### config.mk
export PLATFORM = sky130hd
export DESIGN_NAME = ffha_ctrl
export DESIGN_NICKNAME = d
export VERILOG_FILES = /design/src/design/ffha_pkg.sv /design/src/design/ffha_ctrl.sv
export SDC_FILE = /design/constraint.sdc
export NUM_CORES = 1
export LEC_CHECK = 0
export ABC_AREA = 1
export BUFFER_PORTS_ARGS = -buffer_cell sky130_fd_sc_hd__buf_2
export CAP_MARGIN = 0
export CORE_MARGIN = 10
export CORE_UTILIZATION = 52
export CTS_CLUSTER_SIZE = 24
export DETAILED_ROUTE_END_ITERATION = 12
export HOLD_SLACK_MARGIN = 0.06
export PLACE_DENSITY = 0.88
export SKIP_CTS_REPAIR_TIMING = 1
export SLEW_MARGIN = 40
export SYNTH_ARGS = -nofsm -noshare
export SYNTH_HDL_FRONTEND = slang
export SYNTH_SLANG_ARGS = --single-unit
### constraint.sdc
create_clock -name clk -period 2.2 [get_ports clk]
set_input_delay 0.66 -clock clk [delete_from_list [all_inputs] [get_ports clk]]
set_output_delay 0.66 -clock clk [all_outputs]
set_load 0.1 [all_outputs]
### src/design/ffha_pkg.sv
// shared types and constants for the first-fit heap allocator
// no dependencies; imported by ffha_dp, ffha_ctrl and the top level
package ffha_pkg;

    // fixed field widths
    localparam int ADDR_W = 17;              // byte address with one carry bit
    localparam int BYTE_W = 8;
    localparam int SIZE_W = 15;
    localparam int KIND_W = 2;
    localparam int BADDR_W = 16;

    // arena geometry
    localparam logic [ADDR_W-1:0] ARENA_BASE = 17'h08000;
    localparam int ARENA_END_DEF = 32'hFF00;
    localparam int MIN_SPLIT = 1;

    // request kinds
    localparam logic [KIND_W-1:0] KIND_ALLOC  = 2'd0;
    localparam logic [KIND_W-1:0] KIND_FREE   = 2'd1;
    localparam logic [KIND_W-1:0] KIND_REINIT = 2'd2;

    // header byte masks
    localparam logic [BYTE_W-1:0] LINK_HI_MASK = 8'h7F;

    typedef enum logic [2:0] {
        A_BLK,
        A_BLK1,
        A_NXT,
        A_NXT1,
        A_REST,
        A_REST1,
        A_FREE
    } addr_sel_t;

    typedef enum logic [2:0] {
        W_TGT_LO,
        W_TGT_HI,
        W_NXT_LO,
        W_NXT_HI,
        W_CLR_USED
    } wdata_sel_t;

    typedef enum logic [1:0] {
        B_HOLD,
        B_BASE,
        B_LINK,
        B_NEXT
    } blk_op_t;

    typedef enum logic [1:0] {
        RES_FAIL,
        RES_OK,
        RES_ALLOC
    } res_t;

    // controller to datapath
    typedef struct packed {
        logic       take;       // capture request fields
        blk_op_t    blk_op;
        logic       nxt_load;   // next pointer <- decoded link
        logic       rd_en;
        logic       wr_en;
        addr_sel_t  addr_sel;
        wdata_sel_t wdata_sel;
        logic       lat_lo;
        logic       lat_hi;
        logic       reinit;
        logic       out_load;
        res_t       res;
    } cmd_t;

    // datapath to controller
    typedef struct packed {
        logic blk_end;      // blk + 1 at or beyond arena end
        logic nxt_end;      // next + 1 at or beyond arena end
        logic link_le_blk;  // decoded link does not advance past blk
        logic link_le_nxt;  // decoded link does not advance past next
        logic hdr_used;
        logic fits;
        logic split;
        logic free_ok;      // free address inside the arena
    } status_t;

endpackage

### src/design/ffha_ctrl.sv
// controller of the first-fit heap allocator: request sequencing and handshakes
// depends on ffha_pkg; commands ffha_dp through cmd_t
module ffha_ctrl (
    input  logic                         clk,
    input  logic                         rst_n,
    input  logic                         in_valid,
    output logic                         in_ready,
    input  logic [ffha_pkg::KIND_W-1:0]  kind,
    output logic                         out_valid,
    input  logic                         out_ready,
    input  ffha_pkg::status_t            status,
    output ffha_pkg::cmd_t               cmd
);
    import ffha_pkg::*;

    typedef enum logic [4:0] {
        S_IDLE,
        S_WALK,
        S_BHI,
        S_BLAT,
        S_BEVAL,
        S_MCHK,
        S_MHI,
        S_MLAT,
        S_MEVAL,
        S_W0,
        S_W1,
        S_W2,
        S_W3,
        S_FRD,
        S_FWR,
        S_DONE
    } state_t;

    state_t state_reg, state_next;
    logic   out_valid_reg, out_valid_next;
    res_t   res_reg, res_next;

    always_comb
    begin
        state_next     = state_reg;
        res_next       = res_reg;
        out_valid_next = out_valid_reg && !out_ready;
        cmd            = '0;
        cmd.res        = res_reg;

        case (state_reg)
            S_IDLE:
            begin
                if (in_valid)
                begin
                    cmd.take   = 1'b1;
                    cmd.blk_op = B_BASE;
                    state_next = S_DONE;
                    res_next   = RES_FAIL;
                    case (kind)
                        KIND_ALLOC:  state_next = S_WALK;
                        KIND_FREE:   state_next = S_FRD;
                        KIND_REINIT:
                        begin
                            cmd.reinit = 1'b1;
                            res_next   = RES_OK;
                        end
                        default:     res_next = RES_FAIL;
                    endcase
                end
            end
            // header of the current block
            S_WALK:
            begin
                if (status.blk_end)
                begin
                    res_next   = RES_FAIL;
                    state_next = S_DONE;
                end
                else
                begin
                    cmd.rd_en    = 1'b1;
                    cmd.addr_sel = A_BLK;
                    state_next   = S_BHI;
                end
            end
            S_BHI:
            begin
                cmd.rd_en    = 1'b1;
                cmd.addr_sel = A_BLK1;
                cmd.lat_lo   = 1'b1;
                state_next   = S_BLAT;
            end
            S_BLAT:
            begin
                cmd.lat_hi = 1'b1;
                state_next = S_BEVAL;
            end
            S_BEVAL:
            begin
                if (status.link_le_blk)
                begin
                    res_next   = RES_FAIL;
                    state_next = S_DONE;
                end
                else
                begin
                    cmd.nxt_load = 1'b1;
                    if (status.hdr_used)
                    begin
                        cmd.blk_op = B_LINK;
                        state_next = S_WALK;
                    end
                    else
                        state_next = S_MCHK;
                end
            end
            // merge the run of free neighbors
            S_MCHK:
            begin
                if (status.nxt_end)
                    state_next = S_W0;
                else
                begin
                    cmd.rd_en    = 1'b1;
                    cmd.addr_sel = A_NXT;
                    state_next   = S_MHI;
                end
            end
            S_MHI:
            begin
                cmd.rd_en    = 1'b1;
                cmd.addr_sel = A_NXT1;
                cmd.lat_lo   = 1'b1;
                state_next   = S_MLAT;
            end
            S_MLAT:
            begin
                cmd.lat_hi = 1'b1;
                state_next = S_MEVAL;
            end
            S_MEVAL:
            begin
                if (status.hdr_used)
                    state_next = S_W0;
                else if (status.link_le_nxt)
                begin
                    res_next   = RES_FAIL;
                    state_next = S_DONE;
                end
                else
                begin
                    cmd.nxt_load = 1'b1;
                    state_next   = S_MCHK;
                end
            end
            // header write back; split when there is room, walk on when the request does not fit
            S_W0:
            begin
                cmd.wr_en     = 1'b1;
                cmd.addr_sel  = A_BLK;
                cmd.wdata_sel = W_TGT_LO;
                state_next    = S_W1;
            end
            S_W1:
            begin
                cmd.wr_en     = 1'b1;
                cmd.addr_sel  = A_BLK1;
                cmd.wdata_sel = W_TGT_HI;
                if (!status.fits)
                begin
                    cmd.blk_op = B_NEXT;
                    state_next = S_WALK;
                end
                else if (status.split)
                    state_next = S_W2;
                else
                begin
                    res_next   = RES_ALLOC;
                    state_next = S_DONE;
                end
            end
            S_W2:
            begin
                cmd.wr_en     = 1'b1;
                cmd.addr_sel  = A_REST;
                cmd.wdata_sel = W_NXT_LO;
                state_next    = S_W3;
            end
            S_W3:
            begin
                cmd.wr_en     = 1'b1;
                cmd.addr_sel  = A_REST1;
                cmd.wdata_sel = W_NXT_HI;
                res_next      = RES_ALLOC;
                state_next    = S_DONE;
            end
            // free: read-modify-write of the header high byte
            S_FRD:
            begin
                if (!status.free_ok)
                begin
                    res_next   = RES_FAIL;
                    state_next = S_DONE;
                end
                else
                begin
                    cmd.rd_en    = 1'b1;
                    cmd.addr_sel = A_FREE;
                    state_next   = S_FWR;
                end
            end
            S_FWR:
            begin
                cmd.wr_en     = 1'b1;
                cmd.addr_sel  = A_FREE;
                cmd.wdata_sel = W_CLR_USED;
                res_next      = RES_OK;
                state_next    = S_DONE;
            end
            S_DONE:
            begin
                if (!out_valid_reg || out_ready)
                begin
                    cmd.out_load   = 1'b1;
                    out_valid_next = 1'b1;
                    state_next     = S_IDLE;
                end
            end
            default: state_next = S_IDLE;
        endcase
    end

    always_ff @(posedge clk or negedge rst_n)
    begin
        if (!rst_n)
        begin
            state_reg     <= S_IDLE;
            out_valid_reg <= 1'b0;
            res_reg       <= RES_FAIL;
        end
        else
        begin
            state_reg     <= state_next;
            out_valid_reg <= out_valid_next;
            res_reg       <= res_next;
        end
    end

    assign in_ready  = (state_reg == S_IDLE);
    assign out_valid = out_valid_reg;

endmodule

==> out/results.md, run 1 <==
Clocking
* root buf cell: sky130_fd_sc_hd__clkbuf_4
* Max Root-Sink Buffers: 2
* # H-tree levels: 1
* clock buffers created by TritonCTS: 3
* # clock sinks: 7

Timing
* worst endpoint after global-route timing repair: cmd[16]
* kind of the worst endpoint: primary output

Floorplanning
* vertical die dimension: 61.2 µm
* initial standard-cell utilization of the core: 56.6%
* Rows: 14
* Chip Width: 61.2 µm
* number of ports placed on the die boundary: 34

Outcome
* last flow stage reached: 5_1_grt
* error that ended the run: [ERROR DPL-0038] Utilization greater than 100%, impossible to legalize
* result of the run: stopped before the end

Logic synthesis
* synthesized netlist cell count: 160
* area of the mapped netlist: 882 µm²
* portion of the post-synthesis area used by sequential elements: 19.9%
* post-synth cell types: 22
* post-synthesis net count: 174
* Avg Synthesized Cell Area: 5.51 µm²
* FF+latch count, synth: 7
* count of yosys warnings during synthesis: 0

Placement
* Final HPWL DP: 3310 µm
* routability congestion estimate from global placement: 1.02
* number of input and output port buffers inserted: 33

GRT
* largest net degree at the start of global routing: 9

[Yosys cell counts, drive strengths merged]
master | count | area share [%]
o21ai | 13 | 7.8
o21bai | 1 | 0.85
or2 | 2 | 1.4
clkinv | 2 | 0.99
nor2 | 34 | 19
nor4 | 1 | 0.71
buf | 1 | 0.85
nand4 | 1 | 0.71
nand3 | 16 | 11
dfrtp | 7 | 20
nand2 | 57 | 26
nand3b | 1 | 0.85
inv | 24 | 10
[through the flow]
stage               cells  hold slack, ps  cell area [µm²]  setup WS, ps
CTS                   213             219             1470          -319
detailed placement    209             454             1440         -10.1
global placement      209             449             1440           111
floorplan             160             364              998          -324
[kinds of logic after synthesis]
kind of cell	synth area share (%)
AOI/OAI and AO/OA	8.65
buffers and inverters	12.1
DFF	19.9
and+or+nand+nor	59.4
==> inputs of run 2 (changes only) <==
--- a/config.mk
+++ b/config.mk
@@ -8,12 +8,10 @@
 export ABC_AREA = 1
 export BUFFER_PORTS_ARGS = -buffer_cell sky130_fd_sc_hd__buf_2
 export CAP_MARGIN = 0
-export CORE_MARGIN = 10
-export CORE_UTILIZATION = 52
-export CTS_CLUSTER_SIZE = 24
+export CORE_AREA = 10 10 71 73
 export DETAILED_ROUTE_END_ITERATION = 12
-export HOLD_SLACK_MARGIN = 0.06
-export PLACE_DENSITY = 0.88
+export DIE_AREA = 0 0 81 83
+export PLACE_DENSITY_LB_ADDON = 0.15
 export SKIP_CTS_REPAIR_TIMING = 1
 export SLEW_MARGIN = 40
 export SYNTH_ARGS = -nofsm -noshare
==> out/results.md, run 2 <==
Cells and area
* commonest cells after routing, fill and taps aside: sky130_fd_sc_hd__nand2_1, sky130_fd_sc_hd__inv_1, sky130_fd_sc_hd__buf_12, sky130_fd_sc_hd__buf_2, sky130_fd_sc_hd__nor2_1
* layout filler cell count: 363
* footprint of the multi-input gates: 796 µm²
* register cell area after layout: 180 µm²
* max reg flops: 4
* area added between synthesis and finish: 95.3%
* Nets: 226
* Finished Cell Area: 1720 µm²
* filler-free cell count of the finished design: 259
* share of layout cells above drive strength 1: 50.7%
* most common cell after layout, fill and taps aside: sky130_fd_sc_hd__nand2_1
* number of diodes: 0

Timing
* setup repair after global routing missed its margin: yes
* post-route minimum period: 2220 ps
* transition time at the pin with the least slew margin: 489 ps
* Hold Violations, Final: 0
* final count of negative-setup-slack endpoints: 2
* Max Transition Viols Final: 0
* worst setup slack after layout: -22.0 ps
* final worst-path cycle share: 101%
* setup tns final: -44.0 ps
* Post-Route Skew: 3.79 ps
* f_max: 0.450 GHz
* Rel. slew slack: 67.6%

Clocking
* root buf cell: sky130_fd_sc_hd__clkbuf_8
* clock tree from TritonCTS: built
* # clock sinks: 7, unchanged
* # H-tree levels: 1, unchanged
* insertion delay of the later-clocked pin in the worst-skew pair: 230 ps
* Max Root-Sink Buffers: 2, unchanged
* clock buffers created by TritonCTS: 3, unchanged
* Clock transition at path regs: 40 ps

Routing
* routed length per instance: 13.4 µm
* routed via count divided by cell count: 4.55
* count of nets left with antenna violations after detail routing: 0
* number of iterations in the first detailed-routing pass: 4
* via count: 1179
* final routed wirelength across all metal layers: 3470 µm
* number of remaining DRC errors: 0
* initial detailed-routing violation count: 65

Logic synthesis
* post-synthesis net count: 174, unchanged
* asr flop ratio synth: 100%, unchanged
* commonest cells in the netlist: sky130_fd_sc_hd__nand2_1, sky130_fd_sc_hd__nor2_1, sky130_fd_sc_hd__inv_1
* count of yosys warnings during synthesis: 0, unchanged
* portion of the post-synthesis area used by sequential elements: 19.9%, unchanged
* synthesized netlist cell count: 160, unchanged
* library cell occupying the most area in the post-synthesis netlist: sky130_fd_sc_hd__nand2_1
* Avg Synthesized Cell Area: 5.51 µm², unchanged
* FF+latch count, synth: 7, unchanged
* count leader, synth: sky130_fd_sc_hd__nand2_1
* number of synthesized flops with an enable pin: 0, unchanged
* Area contributors post-synth: sky130_fd_sc_hd__nand2_1, sky130_fd_sc_hd__dfrtp_1, sky130_fd_sc_hd__nor2_1
* post-synth cell types: 22, unchanged
* most used flip-flop cell after synthesis: sky130_fd_sc_hd__dfrtp_1
* area of the mapped netlist: 882 µm², unchanged
* fraction of synthesized cell area taken by the top area cell type: 21.7%, unchanged

Worst hold path
* worst min-delay path class: primary input to asynchronous set/reset pin

Placement
* worst setup timing slack at the placement stage: 86.5 ps, +96.6 ps
* post-detailed-placement cell area: 1490 µm², +3.3%
* Inst Count DP: 242, +16%
* number of input and output port buffers inserted: 33, unchanged
* Final HPWL DP: 2740 µm, -17%
* routability congestion estimate from global placement: 0.860, -16%

Setup path
* worst path bufs/invs: 2
* crit path max fanout: 6
* worst reg2reg path depth: 8
* crit path capture type: output port
* biggest cell delay along the critical path: 470 ps
* category of the most critical setup path: register to output port
* WP data arrival: 1560 ps
* startpoint kind of the worst setup timing path: register
* CP cell instances: inv_2, nor2_4, nand2_2, or2_4, o21ai_4, buf_12
* Reg-to-Reg Start: state_reg[0]
* cell with the biggest individual delay on the critical path: sky130_fd_sc_hd__dfrtp_2
* required time of the critical path: 1540 ps
* internal reg-to-reg setup slack: 740 ps
* cell family contributing the most delay on the critical path: simple AND/OR/NAND/NOR gates
* capturing point of the worst reg2reg path: state_reg[3]

Outcome
* violations in the final reports: setup timing
* result of the run: finished with violations

GRT
* vias in the first global route: 1100
* aggregate global-route resource usage: 9.30%
* first-pass GRT wire length: 5060 µm
* antenna violations before repair: 0
* largest net degree at the start of global routing: 9
* GRT Residual Overflow: 0

Floorplanning
* die area: 6720 µm²
* Rows: 22, +8
* core outline area: 3630 µm²
* number of ports placed on the die boundary: 34, unchanged
* vertical die dimension: 83 µm, +36%
* initial standard-cell utilization of the core: 24.3%, -32 points
* Chip Width: 81 µm, +32%

Flow run
* number of maximum-capacitance constraint violations: 0

[run 2: cell counts after synthesis]
No cell type changed its count.
[run 2: kinds of logic after synthesis]
family / count (synthesis) / synth area share (%)
AND/OR/NAND/NOR: 112 / 59.4
AO/OA/AOI/OAI: 14 / 8.65
flip-flops: 7 / 19.9
buffers and inverters: 27 / 12.1
[run 2: worst max path at each step]
stage                 start  endpoint  slack [ps]  cells after the start
3_5_place_dp      status[0]   cmd[10]          90                      6
6_report       state_reg[3]   cmd[16]         -20                      6
5_1_grt        state_reg[3]   cmd[15]         -70                      6
3_3_place_gp      status[0]   cmd[10]          80                      6
2_1_floorplan  state_reg[3]    cmd[3]        -320                      3
4_1_cts        state_reg[2]    cmd[7]        -140                      6
[run 2: area by class of cell]
type | count | share of cell area [%]
flip-flops and latches | 7 | 10.5
well taps | 48 | 3.49
clock buffers | 4 | 2.61
inverters | 26 | 5.88
multi-input cells | 126 | 46.2
repair buffers | 48 | 31.4
[run 2: worst register-to-register path, delay by kind of cell (launching register included)]
kind	cells	cell delay (ps)
buffers and inverters	1	150
DFF	1	470
and+or+nand+nor	7	730
[run 2: through the flow]
stage          util (%)  hold slack [ps]
5_1_grt            47.4              261
3_5_place_dp       40.9              466
4_1_cts            42.1              255
3_3_place_gp       40.9              450
6_report           47.4              251
2_1_floorplan         -              364
[run 2: per-layer routing]
| layer | vias to the layer above | wire, µm | part of all wire (%) | track usage [%] |
|---|---|---|---|---|
| met4 | 0 | 99 | 2.9 | 4.38 |
| met5 | - | 0 | 0 | 0 |
| met2 | 50 | 1810 | 52 | 15.4 |
| met1 | 521 | 1320 | 38 | 10.6 |
| met3 | 9 | 241 | 7.0 | 2.48 |
| li1 | 599 | - | - | - |
Power of run 2 is not shown: default switching activity piles up to over one toggle a cycle in this logic, so the estimate is an artifact.
